## src/rtl/core/pirb_pkg.sv

```systemverilog
// ---------------------------------------------------------------------------
// pirb_pkg
// Shared types and constants for the phase indexed record buffer.
// ---------------------------------------------------------------------------
package pirb_pkg;

  localparam int SAMPLE_W  = 16;
  localparam int PHASE_W   = 16;
  localparam int POS_OUT_W = 10;
  localparam int CFG_W     = 8;
  localparam int REG_IDX_W = 1;
  localparam int DIV_W     = 8;

  localparam logic [REG_IDX_W-1:0] REG_WRITE_ENABLE = 1'd0;
  localparam logic [REG_IDX_W-1:0] REG_DIVIDE       = 1'd1;

  localparam logic [DIV_W-1:0] DIV_MIN = 8'd1;
  localparam logic [DIV_W-1:0] DIV_MAX = 8'd128;

  typedef enum logic [1:0] {
    OP_TICK    = 2'd0,
    OP_CLEAR   = 2'd1,
    OP_BAKE    = 2'd2,
    OP_REBUILD = 2'd3
  } op_t;

  typedef enum logic [2:0] {
    ST_INIT,
    ST_IDLE,
    ST_TICK,
    ST_CLEAR,
    ST_BAKE,
    ST_DIV,
    ST_SEG_RD,
    ST_SEG_WR
  } state_t;

endpackage

```

## src/rtl/core/pirb_divider.sv

```systemverilog
// ---------------------------------------------------------------------------
// pirb_divider
// Bit-serial restoring divider: DEPTH divided by an 8-bit divisor, one
// quotient bit per cycle, most significant bit first.
// ---------------------------------------------------------------------------
module pirb_divider import pirb_pkg::*; #(
  parameter int DEPTH = 1024
) (
  input  logic                              clk,
  input  logic                              rst,
  input  logic                              start,
  input  logic [DIV_W-1:0]                  divisor,
  output logic                              done,
  output logic [$clog2(DEPTH+1)-1:0]        quotient,
  output logic                              inexact
);

  localparam int CW = $clog2(DEPTH + 1);
  localparam int BW = $clog2(CW);
  localparam logic [CW-1:0] DIVIDEND = CW'(DEPTH);

  logic             busy;
  logic [BW-1:0]    bidx;
  logic [DIV_W-1:0] rem;
  logic [DIV_W:0]   trial;
  logic             fits;
  logic [DIV_W-1:0] rem_next;

  assign trial    = {rem, DIVIDEND[bidx]};
  assign fits     = trial >= {1'b0, divisor};
  assign rem_next = fits ? DIV_W'(trial - {1'b0, divisor}) : trial[DIV_W-1:0];
  assign inexact  = rem != '0;

  always_ff @(posedge clk) begin
    if (rst) begin
      busy <= 1'b0;
      done <= 1'b0;
    end else begin
      done <= 1'b0;
      if (start) begin
        busy <= 1'b1;
      end else if (busy && bidx == '0) begin
        busy <= 1'b0;
        done <= 1'b1;
      end
    end
  end

  always_ff @(posedge clk) begin
    if (start) begin
      bidx     <= BW'(CW - 1);
      rem      <= '0;
      quotient <= '0;
    end else if (busy) begin
      bidx     <= bidx - 1'b1;
      rem      <= rem_next;
      quotient <= {quotient[CW-2:0], fits};
    end
  end

  // quotient bits shift in once per cycle; the last one lands with done
  a_done_after_busy: assert property (@(posedge clk) disable iff (rst)
    done |-> $past(busy) && !busy)
    else $error("divider done without a finished run");

  a_rem_below_divisor: assert property (@(posedge clk) disable iff (rst)
    done |-> rem < divisor)
    else $error("divider remainder not below divisor");

  a_start_clears: assert property (@(posedge clk) disable iff (rst)
    start |=> busy && rem == '0)
    else $error("divider did not load on start");

endmodule

```

## config.mk

```make
export PLATFORM = sky130hd
export DESIGN_NAME = pirb_divider
export DESIGN_NICKNAME = d
export VERILOG_FILES = /design/src/rtl/core/pirb_pkg.sv /design/src/rtl/core/pirb_divider.sv
export SDC_FILE = /design/constraint.sdc
export NUM_CORES = 1
export LEC_CHECK = 0
export BUFFER_PORTS_ARGS = -buffer_cell sky130_fd_sc_hd__buf_2
export CAP_MARGIN = 5
export CORE_ASPECT_RATIO = 1.4
export CORE_MARGIN = 2
export CORE_UTILIZATION = 31
export CTS_CLUSTER_SIZE = 28
export DETAILED_ROUTE_END_ITERATION = 6
export MAX_ROUTING_LAYER = met4
export REMOVE_ABC_BUFFERS = 1
export SYNTH_ARGS = -nofsm -noshare
export SYNTH_HDL_FRONTEND = slang
export SYNTH_SLANG_ARGS = --single-unit
export TNS_END_PERCENT = 30
```

## constraint.sdc

```tcl
create_clock -name clk -period 2.3 [get_ports clk]
set_clock_uncertainty 0.15 [all_clocks]
set_input_delay 0.115 -clock clk [delete_from_list [all_inputs] [get_ports clk]]
set_output_delay 0.115 -clock clk [all_outputs]
set_load 0.01 [all_outputs]
```

# Yosys cells after proc, flatten, opt, wreduce, memory -nomap -nowiden
# Memories as Yosys holds them, arrays and structs flattened. A register that Yosys moved wholly into a read port is not among the register bits.
# Cells that the tools add are included.
# op_classes
reduce_logical	5
mux	7
addsub	2
magnitude_cmp	2
# ops
operator	n
$ge 9x8->1	1
$mux 4	2
$mux 8	1
$reduce_bool 8->1	1
$sub 8x8->8	1
$lt 4x5->1 const B	1
$logic_not 4->1	1
$mux 1	4
$sub 4x1->4 const B	1
$reduce_bool 2->1	1
$reduce_or 2->1	1
$logic_and 1x1->1	1
# totals
in_bits	11
mem_count	1
romBits	16
elab_cells	22
reg_bits	25
output_inout_bits	13
# mem_list
name	depth	width	read_ports	rd_ports_with_merged_regs	write_ports	line_no	text
(name not given)	16	1	1	1	0	pirb_divider.sv:29	assign trial = {rem, DIVIDEND[bidx]};

# Logic depth before layout (Yosys ltp)
# Gate-level depths: netlist (run 1).
# depth
word_depth	4
ltp_mapped	8

# Worst setup path before layout (run 1)
# Ideal clock, no wire load.
# synth_timing
path_kind	register -> register
from	register trial[0] (netlist name)
to	register rem[4]
path_slack_ps	381
arrival_time_ps	1678
synth_period_minus_slack_ps	1919
setup_ps	91
stages_incl_launch_ff	9
path_cell_list	dfxtp_1 > inv_1 > ha_1 > fa_1 > nand2b_1 > a21oi_1 > nor2_1 > a211o_1 > a311oi_1
# synth_lines
item	line_no	text
end signal: assignment	pirb_divider.sv:56	rem <= rem_next;
end: declaration	pirb_divider.sv:24	logic [DIV_W-1:0] rem;

# Final worst setup path (run 1)
# layout_timing
from	register rem[0]
to	register rem[6]
# layout_between
elab_chain_len	2
# layout_rtl
item	line_no	text
$sub 8x8->8 or $ge 9x8->1 (tied branches)	pirb_divider.sv:31, pirb_divider.sv:30	
$mux 8 (*)	pirb_divider.sv:31	assign rem_next = fits ? DIV_W'(trial - {1'b0, divisor}) : trial[DIV_W-1:0];
# Every way passes the cells marked *; elsewhere a longest branch is shown, timed or not.
# A chain may end at the register's enable or synchronous reset.

==> summary.txt, run 1 <==
Run status
  • Status: finished clean

Flow run
  • Max-Cap Viols: 0

Power
  • Tot Pwr: slightly above 1 mW
  • VDD IR-drop max: ~0.00043 V
  • Leak: about 0.8 nW
  • Power Density: 564 mW/mm²

Yosys
  • Top_reg_cell synth: dfxtp_1
  • Top post-synthesis cells by area: dfxtp_1 (34%), ha_1 (8.2%), mux2i_1 (7.2%)
  • Syn Area/Cell: 8.82 µm²
  • Register bit total from synthesis: 26
  • Ys Warns: 0
  • Cell variety after synth: 51
  • EDFF count, synth: 0
  • Synthesized area: between 0.0015 and 0.002 mm²
  • Sequential fraction of the synthesis area: around 34%
  • Top cell type's share of synthesized area: 33.9%
  • Post-synth ARST share: 0%
  • Synth area leader: dfxtp_1
  • Cells after Synth: 174
  • Post-synth top cells: dfxtp_1 (26), nor2_1 (26), nand2_1 (15), inv_1 (14), mux2i_1 (11)

Finish
  • ANT cells: 0
  • Fill count: around 530
  • Final Net Count: around 220
  • Multi-input gate area: 940 µm²
  • FF+latch area: between 500 and 600 µm²
  • Share of cells above drive strength 1: between 10% and 20%
  • Area Growth Syn to Fin: 16.2%

Timing
  • Tightest Pin Transition: between 0.4 and 0.5 ns
  • # setup viols final: 0
  • Tmin final: 2.13 ns
  • Final Cycle Share: 92.8%
  • Max_slew headroom: 71.8%
  • RSZ-0062 raised after global routing: no
  • Slew Limit Fails: 0
  • TNS Setup: 0 ns
  • Max Fclk: 468 MHz
  • Final hold violation count: 0

Critical path
  • R2r setup slk: 0.17 ns
  • CP endpoint kind: flop
  • Critical path class: flop to flop
  • Element type at the critical path start: flop
  • Top delay family on crit path: flip-flops
  • Crit path DAT: 2.14 ns
  • Critical-path top delay cell: dfxtp_1
  • Worst Path Buf+Inv: 1
  • Critical path required time: roughly 2.3 ns
  • CP Cell Sequence: inv_1, fa_1, nand2b_1, a21boi_2, mux2i_1, a221oi_1, nand3b_1
  • CP max stage delay: between 0.4 and 0.5 ns
  • Critical path peak fanout: 5

GRT
  • GRT overflow: 0
  • Vias in the first global route: between 1000 and 1500
  • Total GRT Usage: a little over an eighth
  • Global-route wire length before repair: approximately 5.8 mm
  • Largest net degree at the start of global routing: 25
  • Initial antenna violation count: 0

Clock tree
  • Longest Clk Path Bufs: 2
  • Latest clock arrival within the worst-skew pair: about 0.26 ns
  • Sink Count: 26
  • H-tree Lvls: 1
  • TritonCTS clock tree: built
  • Clock transition at path regs: approximately 0.080 ns
  • Root buf cell: clkbuf_8
  • CTS Buf Count: 3

Drt
  • DRC: 0
  • Final Routed Wirelength: about 3.4 mm
  • Final ANT Viol Nets: 0
  • Vias post-DR: approximately 1300
  • DR iter-0 viols: 38
  • TritonRoute pass-1 iters: 4
  • Routed vias/inst: around 5
  • Drt wl/cell: 13.0 µm

Min path
  • Hold crit path type: input port to flop

Placed design
  • Routability cong.: ~0.9
  • Dpl hpwl: between 2 and 3 mm
  • Number of port buffers: 23

Floorplanning
  • Die Height: ~87 µm
  • Die W: 63.5 µm
  • Ports: 24
  • Die ar.: ~0.0055 mm²
  • Core Box Area: 0.00480 mm²
  • Row Count: 30
  • Starting Density: between 30% and 40%
worst paths after layout:
kind              startpoint  cells after the start     endpoint
setup reg to reg      rem[0]                      7       rem[6]
hold reg to reg     trial[0]                      2       rem[0]
hold / removal         start                      2  quotient[3]
setup / recovery      rem[0]                      7       rem[6]
stage by stage:
step                worst slack [ns]  area [µm²]  cells  hold WS (ns)  util, %
floorplan                      0.381        1510    169        0.0371        -
global placement               0.121        1730    259         0.149     36.0
detailed placement             0.151        1730    259         0.147     36.0
CTS                            0.121        1780    263         0.107     37.1
global route                  0.0128        1780    263         0.126     37.1
finish                         0.165        1780    263         0.106     37.1
registers in the layout, indices dropped and copies added (netlist names):
register / count
busy: 1
rem: 8
done: 1
bidx: 4
trial: 1
quotient: 11
cells by family after synthesis:
logic type,count (synthesis),synth area share [%]
xor gates and xnor gates,6,3.43
and+or+nand+nor,65,20.7
DFF,26,33.9
adders and majority gates,11,9.46
AOI/OAI and AO/OA,36,20.5
buffers and inverters,19,4.81
muxes,11,7.18
cells in the final DEF, fill, tap and decap left out, drive strengths merged, types with 4 or more instances in the layout:
master	count
a21oi	8
buf	26
dfxtp	26
ha	10
inv	14
mux2i	11
nand2	15
nand2b	5
nor2	29
xnor2	4
layout make-up:
class,count,area share [%]
repair buffers,27,8.29
inverters,14,2.95
flip-flops and latches,26,29.2
well taps,64,4.49
multi-input cells,129,52.7
clock buffers,3,2.32
routing by layer:
metal	routed length (µm)	share of wire [%]	global-route usage [%]	up-vias
met5	0	0	-	-
met4	48	1.4	4.74	0
met3	117	3.4	1.68	6
met2	1770	52	23.1	34
met1	1480	43	15.4	607
li1	-	-	-	670
power by group:
group / switching, mW / internal, mW
clock: 0.127 / 0.117
combinational: 0.155 / 0.114
sequential: 0.0215 / 0.471
total: 0.304 / 0.701
what timing repair did:
item,in CTS,in global routing
buffers inserted,0,0
hold endpoints to repair,2,0
hold buffers,1,0
gates resized for setup,0,0
Note: power is estimated with default switching activity, not from simulation.
==> inputs of run 2 (changes only) <==
- CORE_UTILIZATION: 31 -> 53
- PLACE_DENSITY: unset -> 0.75
- SLEW_MARGIN: unset -> 20
==> run 2 against run 1 <==
Via count up 0.46%; die area fell by 40%; combinational power barely moved; critical path depth rose by 1; hold slack lost 0.010 ns; power increased by 13%; core utilization rose by 26 points; routed wire length down 4.6%; critical path type unchanged; register-to-register slack about the same.
==> summary.txt, run 2 (same netlist as run 1, synthesis figures left out) <==
Finish
  • Non-filler instance count after layout: 236
  • Final Net Count: between 200 and 250
  • Most flop-heavy register: quotient
  • Share of cells above drive strength 1: 19.6%
  • Cell area after layout: between 0.0015 and 0.002 mm²
  • ANT cells: 0
  • Area Growth Syn to Fin: 15.4%
  • Number of flip-flops in the largest register: 11
  • Top flop regs: quotient x11, rem x8, bidx x4
  • Commonest cells after routing, fill and taps aside: nor2_1 (26), dfxtp_1 (26), buf_2 (23)
  • Fill count: ~270

Drt
  • Drt wl/cell: 13.8 µm
  • TritonRoute pass-1 iters: 4
  • Final Routed Wirelength: ~3.3 mm
  • Routed vias/inst: 5.61
  • DR iter-0 viols: 24
  • Vias post-DR: 1323
  • DRC: 0
  • Final ANT Viol Nets: 0

Power
  • Tot Pwr: about 1.1 mW
  • VDD IR-drop max: between 0.0004 and 0.0005 V
  • Leak: 0.806 nW
  • Power Density: ~640 mW/mm²

Critical path
  • Critical-path top delay cell: fa_1
  • Element type at the critical path start: flop
  • Critical path required time: roughly 2.3 ns
  • CP max stage delay: roughly 0.4 ns
  • Worst Path Buf+Inv: 1
  • Worst r2r src: trial[0]
  • Crit path DAT: 2.14 ns
  • Top delay family on crit path: adder cells
  • Critical path peak fanout: 2
  • Critical path class: flop to flop
  • Critical path startpoint: trial[0]
  • CP Cell Sequence: inv_1, ha_1, fa_1, nand2b_1, a21boi_2, mux2i_1, a221oi_1, nand3b_1
  • CP endpoint kind: flop

Timing
  • TNS Setup: 0 ns
  • Slew Limit Fails: 0
  • Tmin final: roughly 2.1 ns
  • # setup viols final: 0
  • Max_slew headroom: just under 70%
  • Final Cycle Share: 92.5%
  • Max Fclk: approximately 470 MHz
  • Tightest Pin Transition: ~0.46 ns
  • RSZ-0062 raised after global routing: no
  • Final hold violation count: 0

Run status
  • Status: finished clean

GRT
  • Total GRT Usage: a little over a fifth
  • GRT overflow: 0
  • Global-route wire length before repair: 5.51 mm
  • Largest net degree at the start of global routing: 25
  • Vias in the first global route: around 1300
  • Initial antenna violation count: 0

Floorplanning
  • Core Box Area: about 0.0028 mm²
  • Die Height: 67.7 µm
  • Ports: 24
  • Row Count: 23
  • Die W: 49.5 µm
  • Starting Density: a little over half
  • Die ar.: around 0.0033 mm²

Min path
  • Hold Crit Start: start
  • Hold crit path type: input port to flop

Placed design
  • Dpl hpwl: between 2 and 3 mm
  • Number of port buffers: 23
  • # placed instances: between 200 and 250
  • Dpl cell area: between 0.0015 and 0.002 mm²
  • Routability cong.: 0.889

Clock tree
  • Longest Clk Path Bufs: 2
  • Sink Count: 26
  • Clock transition at path regs: roughly 0.090 ns
  • H-tree Lvls: 1
  • CTS Buf Count: 3
  • TritonCTS clock tree: built
  • CTS resizes: 0
  • Root buf cell: clkbuf_8
  • Latest clock arrival within the worst-skew pair: 0.27 ns

Flow run
  • Max-Cap Viols: 0
-- run 2: cell types whose count changed in the layout (fill, tap and decap cells not counted) --
cell | previous run | this run
buf_4 | 3 | 2
bufinv_16 | 0 | 1
-- run 2: where the power goes --
| part | internal [mW] | switching (mW) | total [mW] |
|---|---|---|---|
| Sequential | 0.471 | 0.0194 | 0.490 |
| Combinational | 0.113 | 0.157 | 0.270 |
| Clock | 0.233 | 0.139 | 0.371 |
| Total | 0.817 | 0.315 | 1.13 |
-- run 2: repair_timing --
| action | in CTS | in global routing |
|---|---|---|
| setup endpoints to repair | 0 | 0 |
| hold endpoints to repair | 2 | 0 |
| hold buffers | 1 | 0 |
| setup buffers | 0 | 0 |
-- run 2: through the flow --
stage | hold WS, ns | setup slack, ns | util (%)
2_1_floorplan | 0.0371 | 0.381 | -
3_3_place_gp | 0.141 | 0.210 | 59.9
3_5_place_dp | 0.140 | 0.187 | 59.9
4_1_cts | 0.0830 | 0.171 | 62.8
5_1_grt | 0.110 | 0.0411 | 62.8
6_report | 0.0963 | 0.174 | 62.8
-- run 2: metal layers --
metal  GRT usage (%)  part of all wire [%]
met5               -                     0
met4            11.5                   2.5
met3            2.88                   2.9
met2            40.9                    55
met1            21.1                    39
-- run 2: path summary, 6_finish.rpt --
path / to / slack, ns / depth (start not counted)
worst max-delay path: rem[6] / 0.17 / 8
worst min-delay path: quotient[9] / 0.1 / 2
worst max register to register: rem[6] / 0.17 / 8
worst min register to register: rem[0] / 0.35 / 2
-- run 2: layout make-up --
| type | count | area (µm²) | share of cell area [%] |
|---|---|---|---|
| Timing Repair Buffer | 26 | 140 | 7.92 |
| Clock inverter | 1 | 30.0 | 1.70 |
| Clock buffer | 3 | 41.3 | 2.33 |
| Multi-Input combinational cell | 129 | 940 | 53.1 |
| Inverter | 14 | 52.6 | 2.97 |
| Sequential cell | 26 | 520 | 29.4 |
| Tap cell | 37 | 46.3 | 2.61 |
==> inputs of run 3 (changes only) <==
- ABC_AREA: unset -> 1
- ABC_CLOCK_PERIOD_IN_PS: unset -> 2300
- CAP_MARGIN: 5 -> 40
==> run 3 against run 2 <==
Synthesized cell count increased by 26%; sequential power grew 1%; critical path type unchanged; power decreased by 4.1%.
==> summary.txt, run 3 <==
Power
  • Leak: between 0.9 and 1 nW
  • VDD IR-drop max: around 0.00064 V
  • Power Density: about 620 mW/mm²

Finish
  • Share of cells above drive strength 1: 17.4%
  • Cell area after layout: approximately 0.0017 mm²
  • Final Net Count: 265
  • Most flop-heavy register: quotient
  • ANT cells: 0
  • Commonest cells after routing, fill and taps aside: nand2_1 (57), nor2_1 (34), dfxtp_1 (26)
  • Area Growth Syn to Fin: 15.0%
  • Number of flip-flops in the largest register: 11
  • Commonest non-fill, non-tap cell in the layout: nand2_1
  • Top flop regs: quotient x11, rem x8, bidx x4
  • Non-filler instance count after layout: 279

Yosys
  • Cells after Synth: between 200 and 250
  • Top cell type's share of synthesized area: about 34%
  • Most frequent cell after synthesis: nand2_1
  • Largest family of logic cells by synthesized area: simple AND/OR/NAND/NOR gates
  • Register bit total from synthesis: 26
  • Ys Warns: 0
  • Multiplexer share of the synthesized area: 0%
  • Synth Area in XOR/XNOR: between 1 and 1.5%
  • Top_reg_cell synth: dfxtp_1
  • Post-synth ARST share: 0%
  • Sequential fraction of the synthesis area: 34.2%
  • Top post-synthesis cells by area: dfxtp_1 (34%), nand2_1 (14%), nor2_1 (8.4%)
  • Post-synth top cells: nand2_1 (57), nor2_1 (34), dfxtp_1 (26), inv_1 (21), nand3_1 (13)
  • EDFF count, synth: 0
  • Post-Synth Adder-Cell Area: under 10%
  • Cell variety after synth: 33
  • Post-synthesis simple-gate area fraction: approximately 38%
  • Synth area leader: dfxtp_1
  • Syn Area/Cell: approximately 7 µm²
  • Synthesized area: about 0.0015 mm²
  • Compound-cell area share of the yosys netlist: between 8 and 9%

Clock tree
  • H-tree Lvls: 1
  • Clock transition at path regs: about 0.090 ns
  • Root buf cell: clkbuf_8
  • Sink Count: 26
  • CTS Buf Count: 3
  • Post-CTS setup buffers: 0
  • TritonCTS clock tree: built
  • Longest Clk Path Bufs: 2
  • Latest clock arrival within the worst-skew pair: around 0.27 ns
  • CTS Hold Buffers Added: 2
  • CTS resizes: 0

Floorplanning
  • Die ar.: 0.00332 mm²
  • Die Height: 67.4 µm
  • Die W: about 49 µm
  • Row Count: 23
  • Core Box Area: 0.00279 mm²
  • Ports: 24
  • Starting Density: between 50% and 60%

Critical path
  • Critical path startpoint: rem[6]
  • CP endpoint kind: flop
  • Critical path class: flop to flop
  • Critical path required time: about 2.4 ns
  • Crit path DAT: ~2 ns
  • Worst r2r src: rem[6]
  • Element type at the critical path start: flop
  • Critical path peak fanout: 9

Timing
  • RSZ-0062 raised after global routing: no
  • TNS Setup: 0 ns
  • Final hold violation count: 0
  • Tmin final: around 1.9 ns
  • Max_slew headroom: 79.7%
  • Tightest Pin Transition: around 0.3 ns
  • Max Fclk: roughly 530 MHz
  • Slew Limit Fails: 0
  • PnR worst setup slack: between 0.4 and 0.5 ns
  • # setup viols final: 0
  • Final Cycle Share: a little over 80%

Drt
  • Routed vias/inst: between 5 and 6
  • DR iter-0 viols: 23
  • DRC: 0
  • TritonRoute pass-1 iters: 5
  • Final ANT Viol Nets: 0
  • Final Routed Wirelength: a little over 3 mm
  • Drt wl/cell: between 10 and 15 µm
  • Vias post-DR: approximately 1400

GRT
  • Largest net degree at the start of global routing: 25
  • Global-route wire length before repair: 5.26 mm
  • Total GRT Usage: between 20% and 30%
  • GRT overflow: 0
  • Vias in the first global route: 1248
  • Initial antenna violation count: 0

Placed design
  • Routability cong.: 0.855
  • Dpl cell area: ~0.0017 mm²
  • Dpl ws: about 0.43 ns
  • # placed instances: between 200 and 300
  • Number of port buffers: 23
  • Dpl hpwl: between 2 and 2.5 mm

Min path
  • Hold crit path type: input port to flop
  • Hold Crit Start: divisor[0]

Run status
  • Status: finished clean

Flow run
  • Max-Cap Viols: 0
run 3: worst max-delay path, stage by stage (launching register included):
cell,delay [ns]
dfxtp_1,0.44
ha_1,0.30
inv_1,0.12
nor2_1,0.05
nand2_1,0.10
nor2_4,0.05
nor2_4,0.18
nand2_8,0.10
nor2_8,0.12
nand2_1,0.07
nand2_1,0.06
nand2_1,0.05
nand2_1,0.06
run 3: worst paths after layout:
path	slack, ns	depth (start not counted)	endpoint
hold / removal	0.18	5	rem[0]
setup / recovery	0.41	12	rem[2]
hold reg to reg	0.34	2	bidx[2]
setup reg to reg	0.41	12	rem[2]
run 3: logic make-up after synthesis:
logic type / Yosys count
AO/OA/AOI/OAI: 25
XOR/XNOR: 2
adder cells (fa/ha/maj): 11
buffers and inverters: 33
flip-flops: 26
AND/OR/NAND/NOR: 122
run 3: layer usage:
metal	vias to the layer above	share of wire, %	track usage (%)
met5	-	0	-
met4	0	2.6	11.8
met3	8	2.5	1.33
met2	26	49	35.1
met1	628	46	25.0
li1	742	-	-
run 3: metrics by stage:
stage	utilization (%)	power [mW]	hold WS, ns
final	62.6	1.09	0.175
after CTS	62.6	1.09	0.167
after floorplan	-	0.653	0.0341
after detailed placement	59.3	0.718	0.139
after global placement	59.3	0.716	0.140
after global routing	62.6	1.14	0.212
run 3: area by class of cell:
type                            count  area [µm²]
Fill cell                         269        1040
Multi-Input combinational cell    160         867
Sequential cell                    26         520
Timing Repair Buffer               26         143
Inverter                           26         100
Tap cell                           37        46.3
Clock buffer                        3        41.3
Clock inverter                      1        30.0
run 3: report_power, final:
part           leakage, nW  switching [mW]  internal, mW
Clock               0.0357           0.143         0.233
Combinational        0.704           0.128        0.0853
Sequential           0.213          0.0187         0.478
